**src/hw/rtl/mct_pkg.sv**
```systemverilog
// shared types and constants of the timer table
// no dependencies
package mct_pkg;
	localparam int unsigned SLOTS = 16;
	localparam int unsigned IDX_W = $clog2(SLOTS);
	localparam int unsigned CNT_W = $clog2(SLOTS + 1);

	localparam logic [1:0] KIND_ADD = 2'd0;
	localparam logic [1:0] KIND_CANCEL = 2'd1;
	localparam logic [1:0] KIND_RESTART = 2'd2;
	localparam logic [1:0] KIND_TICK = 2'd3;

	localparam logic [2:0] UNIT_S = 3'd1;
	localparam logic [2:0] UNIT_MIN = 3'd2;
	localparam logic [2:0] UNIT_H = 3'd3;
	localparam logic [2:0] UNIT_DAY = 3'd4;

	localparam logic [15:0] HEARTBEAT_RESET = 16'd1000;

	typedef struct packed {
		logic [1:0] kind;
		logic [15:0] handler_id;
		logic [15:0] context_id;
		logic [31:0] delay;
		logic [2:0] unit_code;
		logic repeat_req;
		logic urgent;
		logic [15:0] elapsed_ms;
	} cmd_t;

	typedef struct packed {
		logic is_wake;
		logic [15:0] woken_handler;
		logic [15:0] woken_context;
		logic woken_urgent;
		logic ok;
		logic [15:0] next_interval;
		logic [5:0] active_count;
		logic last;
	} rsp_t;

	typedef struct packed {
		logic [15:0] handler;
		logic [15:0] context_id;
		logic [31:0] duration;
		logic [31:0] remaining;
		logic rep;
		logic urg;
	} slot_t;

	// factor for the unit, zero for plain ms and for unused codes
	function automatic logic [31:0] unit_factor(input logic [2:0] u);
		logic [31:0] f;
		begin
			case (u)
				UNIT_S: f = 32'd1000;
				UNIT_MIN: f = 32'd60000;
				UNIT_H: f = 32'd3600000;
				UNIT_DAY: f = 32'd86400000;
				default: f = 32'd0;
			endcase
			return f;
		end
	endfunction

	function automatic logic [31:0] unit_limit(input logic [2:0] u);
		logic [31:0] l;
		begin
			case (u)
				UNIT_S: l = 32'hFFFF_FFFF / 32'd1000;
				UNIT_MIN: l = 32'hFFFF_FFFF / 32'd60000;
				UNIT_H: l = 32'hFFFF_FFFF / 32'd3600000;
				UNIT_DAY: l = 32'hFFFF_FFFF / 32'd86400000;
				default: l = 32'd0;
			endcase
			return l;
		end
	endfunction
endpackage

```
**src/hw/rtl/mct_stream_if.sv**
```systemverilog
// valid/ready channel carrying one item
// depends on mct_pkg for nothing; payload width is a type parameter
interface mct_stream_if #(parameter type T = logic);
	logic valid;
	logic ready;
	T data;
	modport source (output valid, output data, input ready);
	modport sink (input valid, input data, output ready);
endinterface

```
**src/hw/rtl/mct_conv.sv**
```systemverilog
// delay to ms conversion, one multiply registered
// depends on mct_pkg
module mct_conv (
	input logic clk,
	input logic [31:0] delay,
	input logic [2:0] unit_code,
	output logic [31:0] ms_q
);
	logic [31:0] f;
	logic [31:0] prod;
	always_comb begin
		f = mct_pkg::unit_factor(unit_code);
		prod = delay * f;
	end
	always_ff @(posedge clk) begin
		if (f != 32'd0 && delay <= mct_pkg::unit_limit(unit_code)) begin
			ms_q <= prod;
		end else begin
			ms_q <= delay;
		end
	end
endmodule

```
**src/hw/rtl/multi_slot_countdown_timer_table.sv**
```systemverilog
// timer table top level: sequencer walking the slot memory with one shared unit
// depends on mct_pkg, mct_stream_if, mct_conv
//
// channel | dir | payload
// in      | in  | kind, handler_id, context_id, delay, unit_code, repeat_req, urgent, elapsed_ms
// out     | out | is_wake, woken_handler, woken_context, woken_urgent, ok, next_interval,
//         |     | active_count, last
//
// one item at a time: a conversion step, a memory read and at most one write per slot visited
// and once more to close the walk, a read and a write for each slot moved into a freed place,
// an interval refresh walk after a tick or a successful add or restart, and the status result.
// reset clears control and count, sets heartbeat and interval to 1000; slots need no clearing.
// a waiting result holds the input, and the walk at a wake or the status, until it is taken.
module multi_slot_countdown_timer_table (
	input logic clk,
	input logic arst_n,
	input logic cfg_we,
	input logic [15:0] cfg_wdata,
	mct_stream_if.sink in,
	mct_stream_if.source out
);
	typedef enum logic [9:0] {
		ST_IDLE = 10'b0000000001,
		ST_CONV = 10'b0000000010,
		ST_RD = 10'b0000000100,
		ST_EXEC = 10'b0000001000,
		ST_MOVE = 10'b0000010000,
		ST_MVWR = 10'b0000100000,
		ST_WAKE = 10'b0001000000,
		ST_RFRD = 10'b0010000000,
		ST_RFEX = 10'b0100000000,
		ST_STAT = 10'b1000000000
	} state_t;

	state_t state_q;
	mct_pkg::cmd_t cmd_q;
	logic [15:0] heartbeat_q;
	logic [15:0] interval_q;
	logic [mct_pkg::CNT_W-1:0] count_q;
	logic [mct_pkg::CNT_W-1:0] idx_q;
	logic ok_q;
	logic refresh_q;
	logic [31:0] ms;
	logic [31:0] best_q;
	mct_pkg::slot_t mem [mct_pkg::SLOTS];
	mct_pkg::slot_t rd_q;
	mct_pkg::slot_t wr_data;
	logic wr_en;
	logic [mct_pkg::IDX_W-1:0] wr_addr;
	logic [mct_pkg::IDX_W-1:0] rd_addr;
	mct_pkg::rsp_t rsp_q;
	logic out_v_q;
	logic [mct_pkg::IDX_W-1:0] mv_dst_q;
	logic mv_wake_q;
	logic [31:0] sub_res;
	logic [15:0] cap;

	mct_conv u_conv (
		.clk(clk),
		.delay(cmd_q.delay),
		.unit_code(cmd_q.unit_code),
		.ms_q(ms)
	);

	assign cap = (heartbeat_q == 16'd0) ? 16'd1 : heartbeat_q;
	assign in.ready = (state_q == ST_IDLE) && !out_v_q;
	assign out.valid = out_v_q;
	assign out.data = rsp_q;

	// shared subtract unit
	always_comb begin
		if (cmd_q.kind == mct_pkg::KIND_ADD) begin
			sub_res = (rd_q.remaining > {16'd0, cmd_q.elapsed_ms})
				? rd_q.remaining - {16'd0, cmd_q.elapsed_ms} : 32'd0;
		end else begin
			sub_res = rd_q.remaining - {16'd0, interval_q};
		end
	end

	always_ff @(posedge clk) begin
		if (wr_en) begin
			mem[wr_addr] <= wr_data;
		end
		rd_q <= mem[rd_addr];
	end

	always_comb begin
		rd_addr = idx_q[mct_pkg::IDX_W-1:0];
		if (state_q == ST_MOVE) begin
			rd_addr = mct_pkg::IDX_W'(count_q - 1'b1);
		end
	end

	always_comb begin
		wr_en = 1'b0;
		wr_addr = idx_q[mct_pkg::IDX_W-1:0];
		wr_data = rd_q;
		unique case (state_q)
			ST_EXEC: begin
				if (idx_q == count_q) begin
					wr_en = (cmd_q.kind == mct_pkg::KIND_ADD) && ms != 32'd0
						&& count_q < mct_pkg::CNT_W'(mct_pkg::SLOTS);
					wr_data.handler = cmd_q.handler_id;
					wr_data.context_id = cmd_q.context_id;
					wr_data.duration = ms;
					wr_data.remaining = ms;
					wr_data.rep = cmd_q.repeat_req;
					wr_data.urg = cmd_q.urgent;
				end else if (cmd_q.kind == mct_pkg::KIND_ADD) begin
					wr_en = ms != 32'd0 && count_q < mct_pkg::CNT_W'(mct_pkg::SLOTS);
					wr_data.remaining = sub_res;
				end else if (cmd_q.kind == mct_pkg::KIND_RESTART) begin
					wr_en = rd_q.handler == cmd_q.handler_id
						&& rd_q.context_id == cmd_q.context_id && rd_q.duration == ms;
					wr_data.remaining = rd_q.duration;
				end else if (cmd_q.kind == mct_pkg::KIND_TICK) begin
					if (rd_q.remaining <= {16'd0, interval_q}) begin
						wr_en = rd_q.rep && !out_v_q;
						wr_data.remaining = rd_q.duration;
					end else begin
						wr_en = 1'b1;
						wr_data.remaining = sub_res;
					end
				end
			end
			ST_MVWR: begin
				wr_en = 1'b1;
				wr_addr = mv_dst_q;
			end
			default: begin
			end
		endcase
	end

	always_ff @(posedge clk or negedge arst_n) begin
		if (!arst_n) begin
			state_q <= ST_IDLE;
			cmd_q <= '0;
			heartbeat_q <= mct_pkg::HEARTBEAT_RESET;
			interval_q <= mct_pkg::HEARTBEAT_RESET;
			count_q <= '0;
			idx_q <= '0;
			out_v_q <= 1'b0;
			rsp_q <= '0;
			ok_q <= 1'b0;
			refresh_q <= 1'b0;
			best_q <= '0;
			mv_dst_q <= '0;
			mv_wake_q <= 1'b0;
		end else begin
			if (cfg_we) begin
				heartbeat_q <= cfg_wdata;
			end
			if (out_v_q && out.ready) begin
				out_v_q <= 1'b0;
			end
			unique case (state_q)
				ST_IDLE: begin
					if (in.valid && in.ready) begin
						cmd_q <= in.data;
						idx_q <= '0;
						ok_q <= 1'b0;
						refresh_q <= 1'b0;
						state_q <= ST_CONV;
					end
				end
				ST_CONV: state_q <= ST_RD;
				ST_RD: state_q <= ST_EXEC;
				ST_EXEC: begin
					if (idx_q == count_q) begin
						if (cmd_q.kind == mct_pkg::KIND_ADD) begin
							if (ms != 32'd0 && count_q < mct_pkg::CNT_W'(mct_pkg::SLOTS)) begin
								count_q <= count_q + 1'b1;
								ok_q <= 1'b1;
								refresh_q <= 1'b1;
							end
						end else if (cmd_q.kind == mct_pkg::KIND_TICK) begin
							ok_q <= 1'b1;
							refresh_q <= 1'b1;
						end
						state_q <= ST_RFRD;
					end else if (cmd_q.kind == mct_pkg::KIND_ADD) begin
						idx_q <= idx_q + 1'b1;
						state_q <= ST_RD;
					end else if (cmd_q.kind == mct_pkg::KIND_TICK) begin
						if (rd_q.remaining <= {16'd0, interval_q}) begin
							if (!out_v_q) begin
								rsp_q <= '{is_wake: 1'b1, woken_handler: rd_q.handler,
									woken_context: rd_q.context_id, woken_urgent: rd_q.urg,
									default: '0};
								out_v_q <= 1'b1;
								if (rd_q.rep) begin
									idx_q <= idx_q + 1'b1;
									state_q <= ST_RD;
								end else begin
									mv_dst_q <= idx_q[mct_pkg::IDX_W-1:0];
									mv_wake_q <= 1'b1;
									state_q <= ST_MOVE;
								end
							end
						end else begin
							idx_q <= idx_q + 1'b1;
							state_q <= ST_RD;
						end
					end else if (rd_q.handler == cmd_q.handler_id
						&& rd_q.context_id == cmd_q.context_id && rd_q.duration == ms) begin
						ok_q <= 1'b1;
						if (cmd_q.kind == mct_pkg::KIND_RESTART) begin
							refresh_q <= 1'b1;
							state_q <= ST_RFRD;
						end else begin
							mv_dst_q <= idx_q[mct_pkg::IDX_W-1:0];
							mv_wake_q <= 1'b0;
							state_q <= ST_MOVE;
						end
					end else begin
						idx_q <= idx_q + 1'b1;
						state_q <= ST_RD;
					end
				end
				ST_MOVE: begin
					count_q <= count_q - 1'b1;
					state_q <= ST_MVWR;
				end
				ST_MVWR: begin
					if (mv_wake_q) begin
						state_q <= ST_RD;
					end else begin
						state_q <= ST_RFRD;
					end
				end
				ST_RFRD: begin
					best_q <= {16'd0, cap};
					idx_q <= '0;
					if (refresh_q) begin
						state_q <= ST_RFEX;
					end else begin
						state_q <= ST_STAT;
					end
				end
				ST_RFEX: begin
					if (idx_q == count_q + 1'b1 || idx_q == '0 && count_q == '0) begin
						interval_q <= best_q[15:0];
						state_q <= ST_STAT;
					end else begin
						if (idx_q != '0 && rd_q.remaining != 32'd0 && rd_q.remaining < best_q) begin
							best_q <= rd_q.remaining;
						end
						idx_q <= idx_q + 1'b1;
					end
				end
				ST_STAT: begin
					if (!out_v_q) begin
						rsp_q <= '{ok: ok_q, next_interval: interval_q,
							active_count: 6'(count_q), last: 1'b1, default: '0};
						out_v_q <= 1'b1;
						state_q <= ST_IDLE;
					end
				end
				default: state_q <= ST_IDLE;
			endcase
		end
	end
endmodule

```
**src/flat_wrapper.sv**
```systemverilog
// flat-port wrapper written by rule: the top's interface ports become plain ports
module multi_slot_countdown_timer_table_flat 
  (clk, arst_n, cfg_we, cfg_wdata, in_valid, in_data, in_ready, out_valid, out_data, out_ready);
  mct_stream_if #(.T(mct_pkg::cmd_t)) in_i ();
  mct_stream_if #(.T(mct_pkg::rsp_t)) out_i ();
  input logic clk;
  input logic arst_n;
  input logic cfg_we;
  input logic [15:0] cfg_wdata;
  input wire logic [$bits(in_i.valid)-1:0] in_valid;
  input wire logic [$bits(in_i.data)-1:0] in_data;
  output wire logic [$bits(in_i.ready)-1:0] in_ready;
  output wire logic [$bits(out_i.valid)-1:0] out_valid;
  output wire logic [$bits(out_i.data)-1:0] out_data;
  input wire logic [$bits(out_i.ready)-1:0] out_ready;
  assign in_i.valid = in_valid;
  assign in_i.data = in_data;
  assign in_ready = in_i.ready;
  assign out_valid = out_i.valid;
  assign out_data = out_i.data;
  assign out_i.ready = out_ready;
  multi_slot_countdown_timer_table u_core (.clk(clk), .arst_n(arst_n), .cfg_we(cfg_we), .cfg_wdata(cfg_wdata), .in(in_i), .out(out_i));
endmodule
```
**config.mk**
```make
export PLATFORM = sky130hd
export DESIGN_NAME = multi_slot_countdown_timer_table_flat
export DESIGN_NICKNAME = d
export VERILOG_FILES = /design/src/hw/rtl/mct_pkg.sv /design/src/hw/rtl/mct_stream_if.sv /design/src/hw/rtl/mct_conv.sv /design/src/hw/rtl/multi_slot_countdown_timer_table.sv /design/src/flat_wrapper.sv
export SDC_FILE = /design/constraint.sdc
export NUM_CORES = 2
export LEC_CHECK = 0
export BUFFER_PORTS_ARGS = -buffer_cell sky130_fd_sc_hd__buf_4
export CORE_MARGIN = 2
export CORE_UTILIZATION = 45
export DETAILED_ROUTE_END_ITERATION = 10
export PLACE_DENSITY = 0.59
export SKIP_LAST_GASP = 1
export SLEW_MARGIN = 20
export SYNTH_ARGS = -nofsm -noshare
export SYNTH_HDL_FRONTEND = slang
export SYNTH_SLANG_ARGS = --single-unit
```
**constraint.sdc**
```tcl
create_clock -name clk -period 28.4 [get_ports clk]
set_clock_uncertainty 0.05 [all_clocks]
set_input_delay 5.68 -clock clk [delete_from_list [all_inputs] [get_ports clk]]
set_output_delay 5.68 -clock clk [all_outputs]
set_load 0.01 [all_outputs]
```
==> results.json <==
{
  "cap_viol_max_count": 0,
  "drc": 0,
  "synth_ff_type": "edfxtp_1",
  "cts_resized": 0,
  "grt_pass1_vias": 52820,
  "fill_cells": 16730,
  "syn_avg_cell_area_um2": 15.27,
  "r2r_start": "u_core.cmd_q[18]$_DFFE_PN0P_",
  "htreeDepth": 4,
  "cts_buffers": 197,
  "core_mm2": 0.1995,
  "dp_hpwl_um": 154500,
  "hold_ws_ps": 432.5,
  "yosys.area.top_type": "edfxtp_1",
  "drt_pass1_iterations": 8,
  "drt_iter0_drc": 5818,
  "placementRows": 164,
  "synth-edff-count": 1568,
  "synth_most_common_cell": "edfxtp_1",
  "met3_usage_pct": 4.492,
  "drive_gt1_share_pct": 18.93,
  "ys_seq_elements": 1933,
  "fin_tns_setup_ps": 0,
  "ys_seq_area_share_pct": 61.61,
  "hp-class": "register to register",
  "netlist_top_cells_area": "edfxtp_1, mux4_2, dfrtp_1, fa_1, ha_1",
  "worstPathRequired_ps": 29050,
  "initial_core_util_pct": 45.24,
  "die_y_um": 451.8,
  "drv_slew": 0,
  "crit_path_end_kind": "register",
  "avgRoutedWirePerCell_um": 28.47,
  "grt_max_degree": 120,
  "ys_async_sr_fraction_pct": 12.16,
  "postCtsHoldBufs": 0,
  "drtAntennaViolNets": 0,
  "synth_common_cells": "edfxtp_1, inv_1, nand2_1",
  "busiest_layer": "met2",
  "tritoncts": "built",
  "timing.fmax_mhz": 113.3,
  "clock-sinks": 1933,
  "r2r_cells": 27,
  "antenna_found_initial": 4,
  "status": "completed",
  "gr-total-overflow": 0,
  "syn-num-nets": 6534,
  "syn-cell-area_mm2": 0.09022,
  "synth.distinct_cells": 97,
  "r2r_slack_ps": 19570,
  "synth_top_area_share_pct": 52.19,
  "ios": 168,
  "dr_total_vias": 52060,
  "die_x_um": 451.8,
  "r2r-end": "u_core.u_conv.ms_q[31]$_DFF_P_",
  "critPathLaunchType": "register",
  "hold_violations": 0,
  "numPortBuffers": 166,
  "postRouteWirelength_um": 254900,
  "finalInstanceArea_mm2": 0.1015,
  "path_class": "register to register",
  "grtUsageMet1_pct": 35.43,
  "met2_usage_pct": 39.43,
  "area_growth_syn_to_layout_pct": 12.55,
  "via_per_inst": 5.815,
  "post_cts_buffers": 0,
  "cp-endpoint": "u_core.u_conv.ms_q[31]$_DFF_P_",
  "placed_cell_area_mm2": 0.09485,
  "layout.nets": 6745,
  "gp_congestion": 0.9454,
  "gr-usage-all-layers_pct": 24.98,
  "grt_pass1_wl_um": 370600,
  "clkTransAtPathRegs_ps": 60,
  "cts_buffer_depth": 3,
  "crit_start": "u_core.cmd_q[18]$_DFFE_PN0P_",
  "max_slew.worst_pin.slew_ps": 1216,
  "clockRootBuffer": "clkbuf_16",
  "setup_viol": 0,
  "ys_warn_count": 0,
  "worstPathArrival_ps": 9470,
  "synth_cells": 5907,
  "rsz0062_at_grt": "false",
  "period_minus_slack_ps": 8825,
  "period_share_pct": 31.08,
  "insertion_delay_ps": 860,
  "dieArea_mm2": 0.2041,
  "slew_headroom_pct": 18.20,
  "cp_max_fo": 28
}
[cells in the final DEF (no fill, tap or decap), types with 120 or more instances in the layout]
cell type  count
buf_4        279
dfrtp_1      222
mux2i_1      134
clkbuf_16    202
nor2_1       121
a211oi_1     120
nand2_1      439
ha_1         275
inv_1        567
edfxtp_1    1568
o21ai_0      172
a21oi_1      199
fa_1         244
dfxtp_1      130
mux4_2       392
[state kept, by name, indices dropped and copies added (netlist names)]
name,flops
u_core.rd_q,98
u_core.mv_dst_q,4
u_core.ok_q,1
u_core.interval_q,16
u_core.refresh_q,1
u_core.mv_wake_q,1
u_core.out.valid,1
u_core.heartbeat_q,16
u_core.u_conv.ms_q,32
u_core.out.data,57
u_core.idx_q,5
u_core.state_q,9
u_core.best_q,32
u_core.cmd_q,87
u_core.count_q,5
u_core.mem,1568
[worst min path at each step]
stage	startpoint	end	slack [ps]	depth (start not counted)
after floorplan	u_core.rd_q[0]$_DFF_P_	u_core.out.data[24]$_DFFE_PN0P_	380	2
after global placement	u_core.out.data[36]$_DFFE_PN0P_	u_core.out.data[36]$_DFFE_PN0P_	420	2
after detailed placement	u_core.rd_q[0]$_DFF_P_	u_core.out.data[24]$_DFFE_PN0P_	420	2
after CTS	u_core.cmd_q[52]$_DFFE_PN0P_	u_core.u_conv.ms_q[31]$_DFF_P_	440	1
after global routing	u_core.out.data[52]$_DFFE_PN0P_	u_core.out.data[52]$_DFFE_PN0P_	460	2
final	u_core.rd_q[0]$_DFF_P_	u_core.out.data[24]$_DFFE_PN0P_	430	2
[per-stage QoR]
stage / setup WS [ps] / instances / util, %
CTS: 19640 / 8946 / 50.87
global placement: 19770 / 8568 / 47.54
detailed placement: 19670 / 8572 / 47.55
finish: 19570 / 8952 / 50.91
global route: 19130 / 8950 / 50.91
floorplan: 18110 / 5907 / -
[worst max-delay path: stages, from the launching register on]
cell      delay [ps]
dfrtp_1          650
nand2b_1         280
nor2_2            60
inv_1            240
nand2_1          700
and2_1           500
or2_2            310
fa_1             470
fa_1             560
inv_1             50
fa_1             390
fa_1             550
inv_1             60
fa_1             440
fa_1             510
inv_1             50
fa_1             470
inv_1             40
ha_1             350
a211oi_1         260
nor2_1            70
or3_1            370
a21oi_1          140
a21bo_2          250
a221oi_1         360
o21ai_0          180
xnor2_1          150
a21o_1           180
[logic make-up after synthesis]
kind of cell    share of synthesized area (%)
other cells                          0.004156
flops                                   61.61
simple gates                            5.511
xor+xnor                                1.714
fa+ha+maj                               9.228
buf+inv                                 3.748
mux                                     12.61
compound gates                          5.580
[area by class of cell]
type	count	area (um2)	share of cell area [%]
tap	2656	3323	3.273
sequential	1933	55580	54.74
clock buffer	278	5640	5.555
multi-input combinational	3122	31490	31.01
timing repair buffer	294	2382	2.346
clock inverter	96	974.7	0.9599
antenna	3	7.507	0.007393
inverter	570	2140	2.107
[layer usage]
layer,wire [um],vias up
li1,-,22410
met1,109400,27270
met2,119000,1954
met3,18370,419
met4,8135,0
met5,0,-
Power is left out: the tool's default activity adds up to more than one toggle a clock period on the data nets, which glitch-free logic cannot reach.
